==> src/rtl/pcg_pkg.sv <==
// ----------------------------------------------------------------------------
// pcg_pkg
// Shared types, constants and the output permutation of the 32-bit
// permuted congruential generator.
// ----------------------------------------------------------------------------
package pcg_pkg;

	// lcg multiplier and its 32-bit halves
	localparam logic [63:0] LCG_MULT    = 64'd6364136223846793005;
	localparam logic [31:0] LCG_MULT_LO = LCG_MULT[31:0];
	localparam logic [31:0] LCG_MULT_HI = LCG_MULT[63:32];

	// register reset values
	localparam logic [63:0] RESET_SEED   = 64'd42;
	localparam logic [62:0] RESET_STREAM = 63'd0;

	// state after the seeding sequence with seed 42 on stream 0
	localparam logic [63:0] RESET_STATE = 64'd15403440593478376592;

	// configuration register indexes
	localparam logic REG_SEED   = 1'b0;
	localparam logic REG_STREAM = 1'b1;

	// request codes
	typedef enum logic [1:0] {
		OP_RAW    = 2'd0,
		OP_RANGED = 2'd1,
		OP_BOOL   = 2'd2,
		OP_RESEED = 2'd3
	} op_t;

	// sequencer states
	typedef enum logic [1:0] {
		ST_IDLE,
		ST_MUL,
		ST_DIV,
		ST_DONE
	} seq_state_t;

	// xorshift high, then random rotate, of the old state
	function automatic logic [31:0] xsh_rr(input logic [63:0] s);
		logic [63:0] t;
		logic [31:0] m;
		logic [4:0]  r;
		t = (s >> 18) ^ s;
		m = t[58:27];
		r = s[63:59];
		return (m >> r) | (m << 5'(5'd0 - r));
	endfunction

endpackage

==> src/rtl/pcg32_random_generator_top.sv <==
// ----------------------------------------------------------------------------
// pcg32_random_generator_top
// 32-bit permuted congruential generator (xorshift-high, random rotate) with
// raw, ranged, boolean and reseed requests under a small sequencer.
//
//   channel | signals                                   | direction
//   --------+-------------------------------------------+----------
//   in      | in_valid, in_stall, op, range_*           | request beat in
//   out     | out_valid, out_stall, value               | result beat out
//   cfg     | cfg_valid, cfg_ready, cfg_index, cfg_data | register write in
//
// Raw, boolean and reseed requests raise out_valid after the 64-bit lcg step,
// done as three 32x32 partial products on one shared multiplier. Ranged
// requests add the bit-serial remainder after that step; empty or full-width
// ranges skip both units and go straight to the done state.
// The next request is taken in the cycle after the result is loaded, so only
// one request is in flight at a time. Reset loads the seeded state directly.
// A result held by out_stall keeps the sequencer, and so the input, waiting.
// ----------------------------------------------------------------------------
module pcg32_random_generator_top
	import pcg_pkg::*;
(
	input  logic        clk,
	input  logic        arst_n,
	input  logic        in_valid,
	output logic        in_stall,
	input  logic [1:0]  op,
	input  logic [31:0] range_low,
	input  logic [31:0] range_high,
	output logic        out_valid,
	input  logic        out_stall,
	output logic [31:0] value,
	input  logic        cfg_valid,
	output logic        cfg_ready,
	input  logic        cfg_index,
	input  logic [63:0] cfg_data
);

	seq_state_t  state_q;
	seq_state_t  state_d;
	logic [63:0] seed_q;
	logic [62:0] stream_q;
	logic [63:0] lcg_q;
	op_t         op_q;
	logic [31:0] lo_q;
	logic [31:0] span_q;
	logic [31:0] raw_q;
	logic [31:0] res_q;
	logic [31:0] value_q;
	logic        out_valid_q;

	logic        in_acc;
	logic        out_free;
	logic [63:0] inc;
	logic [31:0] span_c;
	logic        trivial_c;
	logic        mul_start;
	logic [63:0] mul_a;
	logic        mul_done;
	logic [63:0] mul_res;
	logic        div_start;
	logic        div_done;
	logic [31:0] div_rem;

	assign in_acc    = in_valid && !in_stall;
	assign out_free  = !out_valid_q || !out_stall;
	assign inc       = {stream_q, 1'b1};
	assign span_c    = range_high - range_low + 32'd1;
	assign trivial_c = (range_low > range_high) || (span_c == 32'd0);
	assign mul_a     = (op_t'(op) == OP_RESEED) ? (inc + seed_q) : lcg_q;

	// configuration registers
	assign cfg_ready = 1'b1;

	always_ff @(posedge clk or negedge arst_n) begin
		if (!arst_n) begin
			seed_q   <= RESET_SEED;
			stream_q <= RESET_STREAM;
		end else if (cfg_valid) begin
			unique case (cfg_index)
				REG_SEED:   seed_q   <= cfg_data;
				REG_STREAM: stream_q <= cfg_data[62:0];
				default:    ;
			endcase
		end
	end

	// sequencer state register
	always_ff @(posedge clk or negedge arst_n) begin
		if (!arst_n) begin
			state_q <= ST_IDLE;
		end else begin
			state_q <= state_d;
		end
	end

	// next state and unit starts
	always_comb begin
		state_d   = state_q;
		mul_start = 1'b0;
		div_start = 1'b0;
		in_stall  = 1'b1;
		unique case (state_q)
			ST_IDLE: begin
				in_stall = 1'b0;
				if (in_valid) begin
					if (op_t'(op) == OP_RANGED && trivial_c) begin
						state_d = ST_DONE;
					end else begin
						mul_start = 1'b1;
						state_d   = ST_MUL;
					end
				end
			end
			ST_MUL: begin
				if (mul_done) begin
					if (op_q == OP_RANGED) begin
						div_start = 1'b1;
						state_d   = ST_DIV;
					end else begin
						state_d = ST_DONE;
					end
				end
			end
			ST_DIV: begin
				if (div_done) begin
					state_d = ST_DONE;
				end
			end
			ST_DONE: begin
				if (out_free) begin
					state_d = ST_IDLE;
				end
			end
			default: state_d = ST_IDLE;
		endcase
	end

	// generator state
	always_ff @(posedge clk or negedge arst_n) begin
		if (!arst_n) begin
			lcg_q <= RESET_STATE;
		end else if (state_q == ST_MUL && mul_done) begin
			lcg_q <= mul_res;
		end
	end

	// request fields and result
	always_ff @(posedge clk) begin
		if (in_acc) begin
			op_q   <= op_t'(op);
			lo_q   <= range_low;
			span_q <= span_c;
			raw_q  <= xsh_rr(lcg_q);
			res_q  <= range_low;
		end else if (state_q == ST_MUL && mul_done) begin
			case (op_q)
				OP_RAW:  res_q <= raw_q;
				OP_BOOL: res_q <= {31'd0, raw_q[0]};
				default: res_q <= '0;
			endcase
		end else if (state_q == ST_DIV && div_done) begin
			res_q <= lo_q + div_rem;
		end
	end

	// output register
	always_ff @(posedge clk or negedge arst_n) begin
		if (!arst_n) begin
			out_valid_q <= 1'b0;
		end else if (state_q == ST_DONE && out_free) begin
			out_valid_q <= 1'b1;
		end else if (!out_stall) begin
			out_valid_q <= 1'b0;
		end
	end

	always_ff @(posedge clk) begin
		if (state_q == ST_DONE && out_free) begin
			value_q <= res_q;
		end
	end

	assign out_valid = out_valid_q;
	assign value     = value_q;

	// shared lcg step unit
	pcg_mul u_mul (
		.clk    (clk),
		.arst_n (arst_n),
		.start  (mul_start),
		.op_a   (mul_a),
		.addend (inc),
		.done   (mul_done),
		.result (mul_res)
	);

	// bit-serial remainder unit
	pcg_div u_div (
		.clk      (clk),
		.arst_n   (arst_n),
		.start    (div_start),
		.dividend (raw_q),
		.divisor  (span_q),
		.done     (div_done),
		.rem      (div_rem)
	);

	// checks
	a_mul_done_in_mul: assert property (@(posedge clk) disable iff (!arst_n)
		mul_done |-> state_q == ST_MUL)
		else $error("multiplier finished outside of the step state");

	a_div_done_in_div: assert property (@(posedge clk) disable iff (!arst_n)
		div_done |-> state_q == ST_DIV)
		else $error("remainder unit finished outside of the divide state");

	a_busy_after_accept: assert property (@(posedge clk) disable iff (!arst_n)
		in_acc |=> in_stall)
		else $error("request taken while a previous one is in flight");

	a_out_from_done: assert property (@(posedge clk) disable iff (!arst_n)
		$rose(out_valid_q) |-> $past(state_q) == ST_DONE)
		else $error("result beat raised without a finished request");

endmodule

==> src/rtl/pcg_mul.sv <==
// ----------------------------------------------------------------------------
// pcg_mul
// Iterative lcg step: result = a * LCG_MULT + addend (mod 2^64), built from
// three 32x32 partial products through one shared multiplier.
// ----------------------------------------------------------------------------
module pcg_mul
	import pcg_pkg::*;
(
	input  logic        clk,
	input  logic        arst_n,
	input  logic        start,
	input  logic [63:0] op_a,
	input  logic [63:0] addend,
	output logic        done,
	output logic [63:0] result
);

	logic [63:0] a_q;
	logic [63:0] acc_q;
	logic [1:0]  cnt_q;
	logic        busy_q;
	logic        done_q;
	logic [63:0] prod_s1;
	logic        pv_s1;
	logic        psh_s1;

	logic [31:0] mx;
	logic [31:0] my;
	logic [63:0] prod_c;

	// operand select for the shared multiplier
	always_comb begin
		case (cnt_q)
			2'd0:    begin mx = a_q[31:0];  my = LCG_MULT_LO; end
			2'd1:    begin mx = a_q[31:0];  my = LCG_MULT_HI; end
			default: begin mx = a_q[63:32]; my = LCG_MULT_LO; end
		endcase
	end

	assign prod_c = mx * my;

	// control
	always_ff @(posedge clk or negedge arst_n) begin
		if (!arst_n) begin
			cnt_q  <= '0;
			busy_q <= 1'b0;
			done_q <= 1'b0;
			pv_s1  <= 1'b0;
			psh_s1 <= 1'b0;
		end else if (start) begin
			cnt_q  <= '0;
			busy_q <= 1'b1;
			done_q <= 1'b0;
			pv_s1  <= 1'b0;
		end else begin
			done_q <= pv_s1 && !busy_q;
			pv_s1  <= busy_q;
			psh_s1 <= (cnt_q != 2'd0);
			if (busy_q) begin
				if (cnt_q == 2'd2) begin
					busy_q <= 1'b0;
				end else begin
					cnt_q <= cnt_q + 2'd1;
				end
			end
		end
	end

	// operands, product register and accumulator
	always_ff @(posedge clk) begin
		if (start) begin
			a_q   <= op_a;
			acc_q <= addend;
		end else if (pv_s1) begin
			acc_q <= acc_q + (psh_s1 ? {prod_s1[31:0], 32'd0} : prod_s1);
		end
		prod_s1 <= prod_c;
	end

	assign done   = done_q;
	assign result = acc_q;

endmodule

==> src/rtl/pcg_div.sv <==
// ----------------------------------------------------------------------------
// pcg_div
// Restoring bit-serial remainder of a 32-bit dividend by a nonzero 32-bit
// divisor, one bit per cycle.
// ----------------------------------------------------------------------------
module pcg_div
	import pcg_pkg::*;
(
	input  logic        clk,
	input  logic        arst_n,
	input  logic        start,
	input  logic [31:0] dividend,
	input  logic [31:0] divisor,
	output logic        done,
	output logic [31:0] rem
);

	logic [31:0] dvd_q;
	logic [31:0] dsr_q;
	logic [31:0] rem_q;
	logic [4:0]  cnt_q;
	logic        busy_q;
	logic        done_q;

	logic [32:0] trial;
	logic [32:0] diff;

	// shift in the next dividend bit and try a subtract
	assign trial = {rem_q, dvd_q[31]};
	assign diff  = trial - {1'b0, dsr_q};

	// control
	always_ff @(posedge clk or negedge arst_n) begin
		if (!arst_n) begin
			cnt_q  <= '0;
			busy_q <= 1'b0;
			done_q <= 1'b0;
		end else if (start) begin
			cnt_q  <= '0;
			busy_q <= 1'b1;
			done_q <= 1'b0;
		end else begin
			done_q <= busy_q && (cnt_q == 5'd31);
			if (busy_q) begin
				cnt_q <= cnt_q + 5'd1;
				if (cnt_q == 5'd31) begin
					busy_q <= 1'b0;
				end
			end
		end
	end

	// datapath
	always_ff @(posedge clk) begin
		if (start) begin
			dvd_q <= dividend;
			dsr_q <= divisor;
			rem_q <= '0;
		end else if (busy_q) begin
			dvd_q <= {dvd_q[30:0], 1'b0};
			rem_q <= diff[32] ? trial[31:0] : diff[31:0];
		end
	end

	assign done = done_q;
	assign rem  = rem_q;

endmodule

==> config.mk <==
export PLATFORM = sky130hd
export DESIGN_NAME = pcg32_random_generator_top
export DESIGN_NICKNAME = d
export VERILOG_FILES = /design/src/rtl/pcg_pkg.sv /design/src/rtl/pcg32_random_generator_top.sv /design/src/rtl/pcg_mul.sv /design/src/rtl/pcg_div.sv
export SDC_FILE = /design/constraint.sdc
export NUM_CORES = 2
export LEC_CHECK = 0
export ABC_AREA = 1
export BUFFER_PORTS_ARGS = -buffer_cell sky130_fd_sc_hd__buf_4
export CORE_ASPECT_RATIO = 2
export CORE_MARGIN = 2
export CORE_UTILIZATION = 40
export DETAILED_ROUTE_END_ITERATION = 10
export PLACE_DENSITY_LB_ADDON = 0.12
export SKIP_LAST_GASP = 1
export SYNTH_ARGS = -nofsm -noshare
export SYNTH_HDL_FRONTEND = slang
export SYNTH_SLANG_ARGS = --single-unit
==> constraint.sdc <==
create_clock -name clk -period 7.5 [get_ports clk]
set_input_delay 2.25 -clock clk [delete_from_list [all_inputs] [get_ports clk]]
set_output_delay 2.25 -clock clk [all_outputs]
set_load 0.01 [all_outputs]
Word-level counts from Yosys, hierarchy flattened
Cells that the tools add are included.
{ "totals": {"wordCells": 127, "ff_bits": 657, "output_inout_bits": 35} }
{ "op_classes": {"order_cmp": 1, "add_sub_neg": 9, "n_shift": 2, "bitwise": 3, "eq_ne": 16, "muxes": 43, "n_mul": 1, "reduce_logical": 26} }
{ "op_table": {"columns": ["cell", "count"], "rows": [
  ["64-bit 2-to-1 mux", 4],
  ["32-bit 2-to-1 mux", 7],
  ["64-bit adder", 2],
  ["32-bit case mux with 2 select lines", 1],
  ["32-bit by 31-bit multiplier with 63-bit output", 1],
  ["46-bit by 59-bit XOR with 59-bit output", 1],
  ["33-bit by 32-bit subtractor with 33-bit output", 1],
  ["32-bit by 1-bit adder with 32-bit output (second input constant)", 1],
  ["32-bit adder", 1],
  ["32-bit > comparator", 1],
  ["32-bit logical NOT", 1],
  ["32-bit bitwise OR", 1],
  ["32-bit by 5-bit left shift with 32-bit output", 1],
  ["32-bit by 5-bit right shift with 32-bit output", 1],
  ["32-bit subtractor", 1],
  ["29-bit 2-to-1 mux", 1],
  ["1-bit 2-to-1 mux", 19],
  ["2-bit 2-to-1 mux", 8],
  ["2-bit == test (second input constant)", 5],
  ["5-bit 2-to-1 mux", 2],
  ["2-bit by 1-bit == test with 1-bit output (second input constant)", 4],
  ["2-bit case mux with 4 select lines", 1],
  ["2-bit nonzero test", 4],
  ["1-bit logical AND", 7],
  ["other kinds (14)", 25]
]} }

Depth between registers and ports, before layout
{ "depth": {"word_depth": 10, "depth_mapped": 43, "mapped_depth_nobuf": 42} }

By module
From an unflattened synthesis, not the netlist that was laid out.
{ "hier_totals": {"cells_unflattened": 9307, "hier_area_um2": 69690.6} }
{ "by_module_without_submodules": {"columns": ["mod", "area_per_inst_um2", "cells_each", "instances"], "rows": [
  ["pcg_mul", 36566.3, 4668, 1],
  ["pcg32_random_generator_top", 26237.7, 3606, 1],
  ["pcg_div", 6886.6, 1033, 1]
]} }

Least setup slack after synthesis
OpenSTA, ideal clock, no wires.
{ "synth_path": {"path_kind": "flip-flop to flip-flop", "start": "register u_mul.cnt_q[1]", "end": "register u_mul.prod_s1[58]", "path_stages_with_launch": 36, "synth_period_minus_slack_ns": 8.360, "path_slack_ns": -0.860, "arrival_ns": 8.288, "n_path_buf": 3, "setup_time_ns": 0.072, "required_time_ns": 7.428, "path_cell_list": "dfrtp_1 inv_1 ha_1 nor2_2 buf_2 clkbuf_1 clkbuf_1 o21ai_0 inv_1 nor2_1 fa_1 fa_1 inv_1 fa_1 fa_1 inv_1 fa_1 fa_1 fa_1 inv_1 fa_1 inv_1 ha_1 nand2_1 nor2_1 inv_1 nor2_1 inv_1 nor3_1 nand3_1 nand3_1 nand2_1 o211ai_1 nand2_1 nand2_1 xor2_1"} }
{ "synth_between": {"elab_chain_len": 4, "word_cells_on_any_way": 6, "cone_classes": "1 x mul; 1 x eq/ne; 2 x mux; 2 x reduce/logical"} }
{ "synth_lines": {"columns": ["element", "line", "rtl"], "rows": [
  ["from (decl)", "pcg_mul.sv:20", "logic [1:0] cnt_q;"],
  ["from (signal assigned)", "pcg_mul.sv:63", "cnt_q <= cnt_q + 2'd1;"],
  ["2-bit by 1-bit == test with 1-bit output / 2-bit logical NOT (equally long branches)", "pcg_mul.sv:33", "case (cnt_q)"],
  ["2-bit OR reduction (no source line)", null, null],
  ["32-bit 2-to-1 mux", "pcg_mul.sv:33", null],
  ["32-bit by 31-bit multiplier with 63-bit output *", "pcg_mul.sv:40", "assign prod_c = mx * my;"],
  ["via u_mul.prod_c[58]", "pcg_mul.sv:29", "logic [63:0] prod_c;"],
  ["to (signal assigned)", "pcg_mul.sv:77", "prod_s1 <= prod_c;"],
  ["to (decl)", "pcg_mul.sv:23", "logic [63:0] prod_s1;"]
]} }
The timed path passes the listed nets; every way through them passes the cells marked *.
A chain may end at the register's enable or synchronous reset.

Worst setup path in the final report
{ "layout_path": {"start": "register u_mul.cnt_q[0]", "end": "register u_mul.prod_s1[59]"} }
The elaborated chain is that of the path after synthesis.

==> results by group <==
Die
  • Initial core utilization: between 40% and 50%
  • Width of the chip: about 300 um
  • Die Y: between 500 and 600 um
  • Num ports: about 170
  • Row count: 211
  • Core Area: around 0.16 mm^2
  • Die area: between 0.15 and 0.2 mm^2

Synth
  • Post-synth EDFFs: around 350
  • Post-synthesis register bit count: 656
  • Synth unique cells: 59
  • Dominant synthesized flop cell: edfxtp_1
  • Mapped cell area: between 0.06 and 0.07 mm^2
  • Yosys warns: 0
  • Syn Inst Count: between 8000 and 9000
  • Sequential area share after synthesis: 26.8%
  • Syn Area/Cell: 7.89 um^2
  • Ys async rst share: 31.6%

Placement
  • Port-buffer cells: roughly 170
  • Pre-CTS setup slack: -0.620 ns
  • Placed cell count: roughly 11000
  • Placer Congestion: approximately 1.1
  • Post-DP HPWL: about 260 mm

Timing
  • Hold Vio Cnt, Final: 0
  • Fin crit period: about 8 ns
  • Final setup skew: 0.0539 ns
  • Rel. slew slack: -4.54%
  • Final Max Slew Viols: 6
  • Final setup fails: 27
  • Setup WS post-layout: -0.415 ns
  • Achievable frequency: 126 MHz
  • RSZ-0062 raised after global routing: yes
  • Measured slew at the worst slew-check pin: between 1.5 and 2 ns
  • Final cycle utilization of the critical path: 106%

Clocking
  • TritonCTS Buffers: 70
  • Deepest clock path buffer count: 3
  • CTS H-Tree Depth: 3
  • CTS root buf: clkbuf_16
  • Clk sinks: 656
  • CTS tree: done
  • Reg clk slew, reported paths: roughly 0.07 ns
  • Clock Latency Late Sink: between 0.7 and 0.8 ns
  • Cts hold-fix bufs: 0

GRT
  • Wire length of the first global-routing pass: 430 mm
  • Gr ovfl total: 0
  • Largest net degree at the start of global routing: between 100 and 150
  • Vias in the first global route: between 60000 and 70000
  • Initial antenna violation count: 14
  • Overall Global Routing Usage: approximately 36%

Final layout
  • Final Core Density: 47.7%
  • Synth-to-Final Area Change: 18.7%
  • Share of cells above drive strength 1: 14.5%
  • Filler cells: about 17000
  • Post-Layout Cell Count: roughly 11000
  • Reg area: 0.0177 mm^2
  • Commonest non-fill, non-tap cell in the layout: nand2_1
  • Area of the multi-input gates: 0.0436 mm^2
  • Commonest non-fill, non-tap cells in the layout: nand2_1, inv_1, ha_1, buf_4, nor2_1
  • Fin nets: 10400

Setup path
  • CP Class: flop to flop
  • R2R cell count: 35
  • Worst path required time: between 8 and 9 ns
  • Crit path capture type: flop
  • Most frequent CP cell: fa_1
  • Worst path max stage delay: 0.60 ns
  • Slowest CP cell: fa_1
  • Crit path DAT: around 8.5 ns
  • Startpoint types: flop
  • Max Fanout on Critical Path: 5

Drt
  • DR vias: 59700
  • DRT iter0 DRCs: roughly 3700
  • WL final: 305 mm
  • DRT antenna net count: 0
  • Met3 Wirelength: ~12 mm
  • Drt pass-1 iters: 6
  • Drc violations: 0
  • WL met1: a little over 90 mm
  • WL met2: approximately 160 mm
  • Number of vias per cell: around 5.3
  • Uppermost routed layer: met5
  • WL/cell: 27.2 um

Outcome
  • Status: complete, but fails checks
  • Violated checks: capacitance limit, slew limit, setup timing

Worst hold path
  • Hold Path Class: flop to flop
  • Hold Path Cell Cnt: 0

Flow run
  • MaxCap Viol Count: 4
==> flip-flops by register name, summed over array words and instances, names as in the netlist, 5 cells and up <==
register       cells
u_mul.prod_s1     63
lo_q              32
span_q            32
u_div.dvd_q       32
value             32
u_mul.a_q         64
u_div.cnt_q        5
lcg_q             64
res_q             32
u_div.rem         32
u_mul.result      64
seed_q            64
u_div.dsr_q       32
raw_q             32
stream_q          63
==> path summary, 6_finish.rpt <==
path | start | endpoint | slack (ns)
min reg2reg | span_q[18]$_DFFE_PP_ | u_div.dsr_q[18]$_DFFE_PP_ | 0.41
max reg2reg | u_mul.cnt_q[0]$_DFFE_PN0P_ | u_mul.prod_s1[59]$_DFF_P_ | -0.42
min in group asynchronous | arst_n | stream_q[62]$_DFFE_PN0P_ | 1.40
max in group asynchronous | arst_n | u_div.cnt_q[3]$_DFFE_PN0P_ | 4.78
max | u_mul.cnt_q[0]$_DFFE_PN0P_ | u_mul.prod_s1[59]$_DFF_P_ | -0.42
min | span_q[18]$_DFFE_PP_ | u_div.dsr_q[18]$_DFFE_PP_ | 0.41
==> cells by family (layout without fill, tap and decap cells) <==
logic type	after synthesis	in the layout	share of synthesized area, %
AND/OR/NAND/NOR	3081	3081	18.6
other	2	41	0.0113
buffers and inverters	1809	2480	10.4
adder cells (fa/ha/maj)	1245	1245	29.6
multiplexers	5	5	0.0775
AO/OA/AOI/OAI	1390	1390	11.7
flip-flops	656	656	26.8
XOR/XNOR	210	210	2.78
==> metal layers <==
layer | vias up | GRT usage, %
met5 | - | 0
met4 | 8 | 37.9
met3 | 951 | 5.41
met2 | 1952 | 67.9
met1 | 28700 | 31.0
li1 | 28100 | -
==> synth_stat cells, drive strengths merged, types with 36 or more instances <==
master	instances	share of area [%]
a21o	36	0.41
a21oi	449	3.4
a31oi	76	0.72
buf	54	0.45
clkbuf	137	0.78
dfrtp	174	6.6
dfxtp	96	2.9
edfxtp	353	16
fa	540	16
ha	705	13
inv	1611	9.1
nand2	1896	11
nand3	308	2.3
nor2	714	4.1
nor3	52	0.39
o211ai	58	0.66
o21ai	618	4.7
o21bai	47	0.53
xnor2	96	1.3
xor2	114	1.5
==> critical path: cells and delay by family (launching register included) <==
family	cells	cell delay (ns)
compound gates	6	0.99
xor+xnor	1	0.15
fa+ha+maj	10	4.42
buf+inv	12	1.29
flops	1	0.40
simple gates	6	0.57
==> stage by stage <==
stage | hold slack [ns] | cell area, um^2 | setup TNS [ns]
CTS | 0.411 | 76800 | -4.26
finish | 0.406 | 78600 | -5.55
global route | 0.418 | 78600 | -14.90
floorplan | 0.400 | 66600 | 0
detailed placement | 0.405 | 73900 | -14.46
global placement | 0.401 | 73900 | -14.01
==> area by class of cell <==
type / count / area share (%)
Tap cell: 2130 / 3.39
Sequential cell: 656 / 22.6
Inverter: 1618 / 7.76
Multi-Input combinational cell: 5963 / 55.5
Clock inverter: 43 / 0.613
Timing Repair Buffer: 732 / 7.77
Antenna cell: 9 / 0.0286
Clock buffer: 87 / 2.43
==> repair_timing <==
| action | CTS | global route |
|---|---|---|
| pin swaps | 14 | 74 |
| setup buffers | 7 | 51 |
| setup endpoints to repair | 42 | 44 |
| resized for setup | 102 | 350 |
| cloned | 0 | 5 |
Power is not shown: default switching activity piles up to over one toggle a cycle in this logic, so the estimate is an artifact.
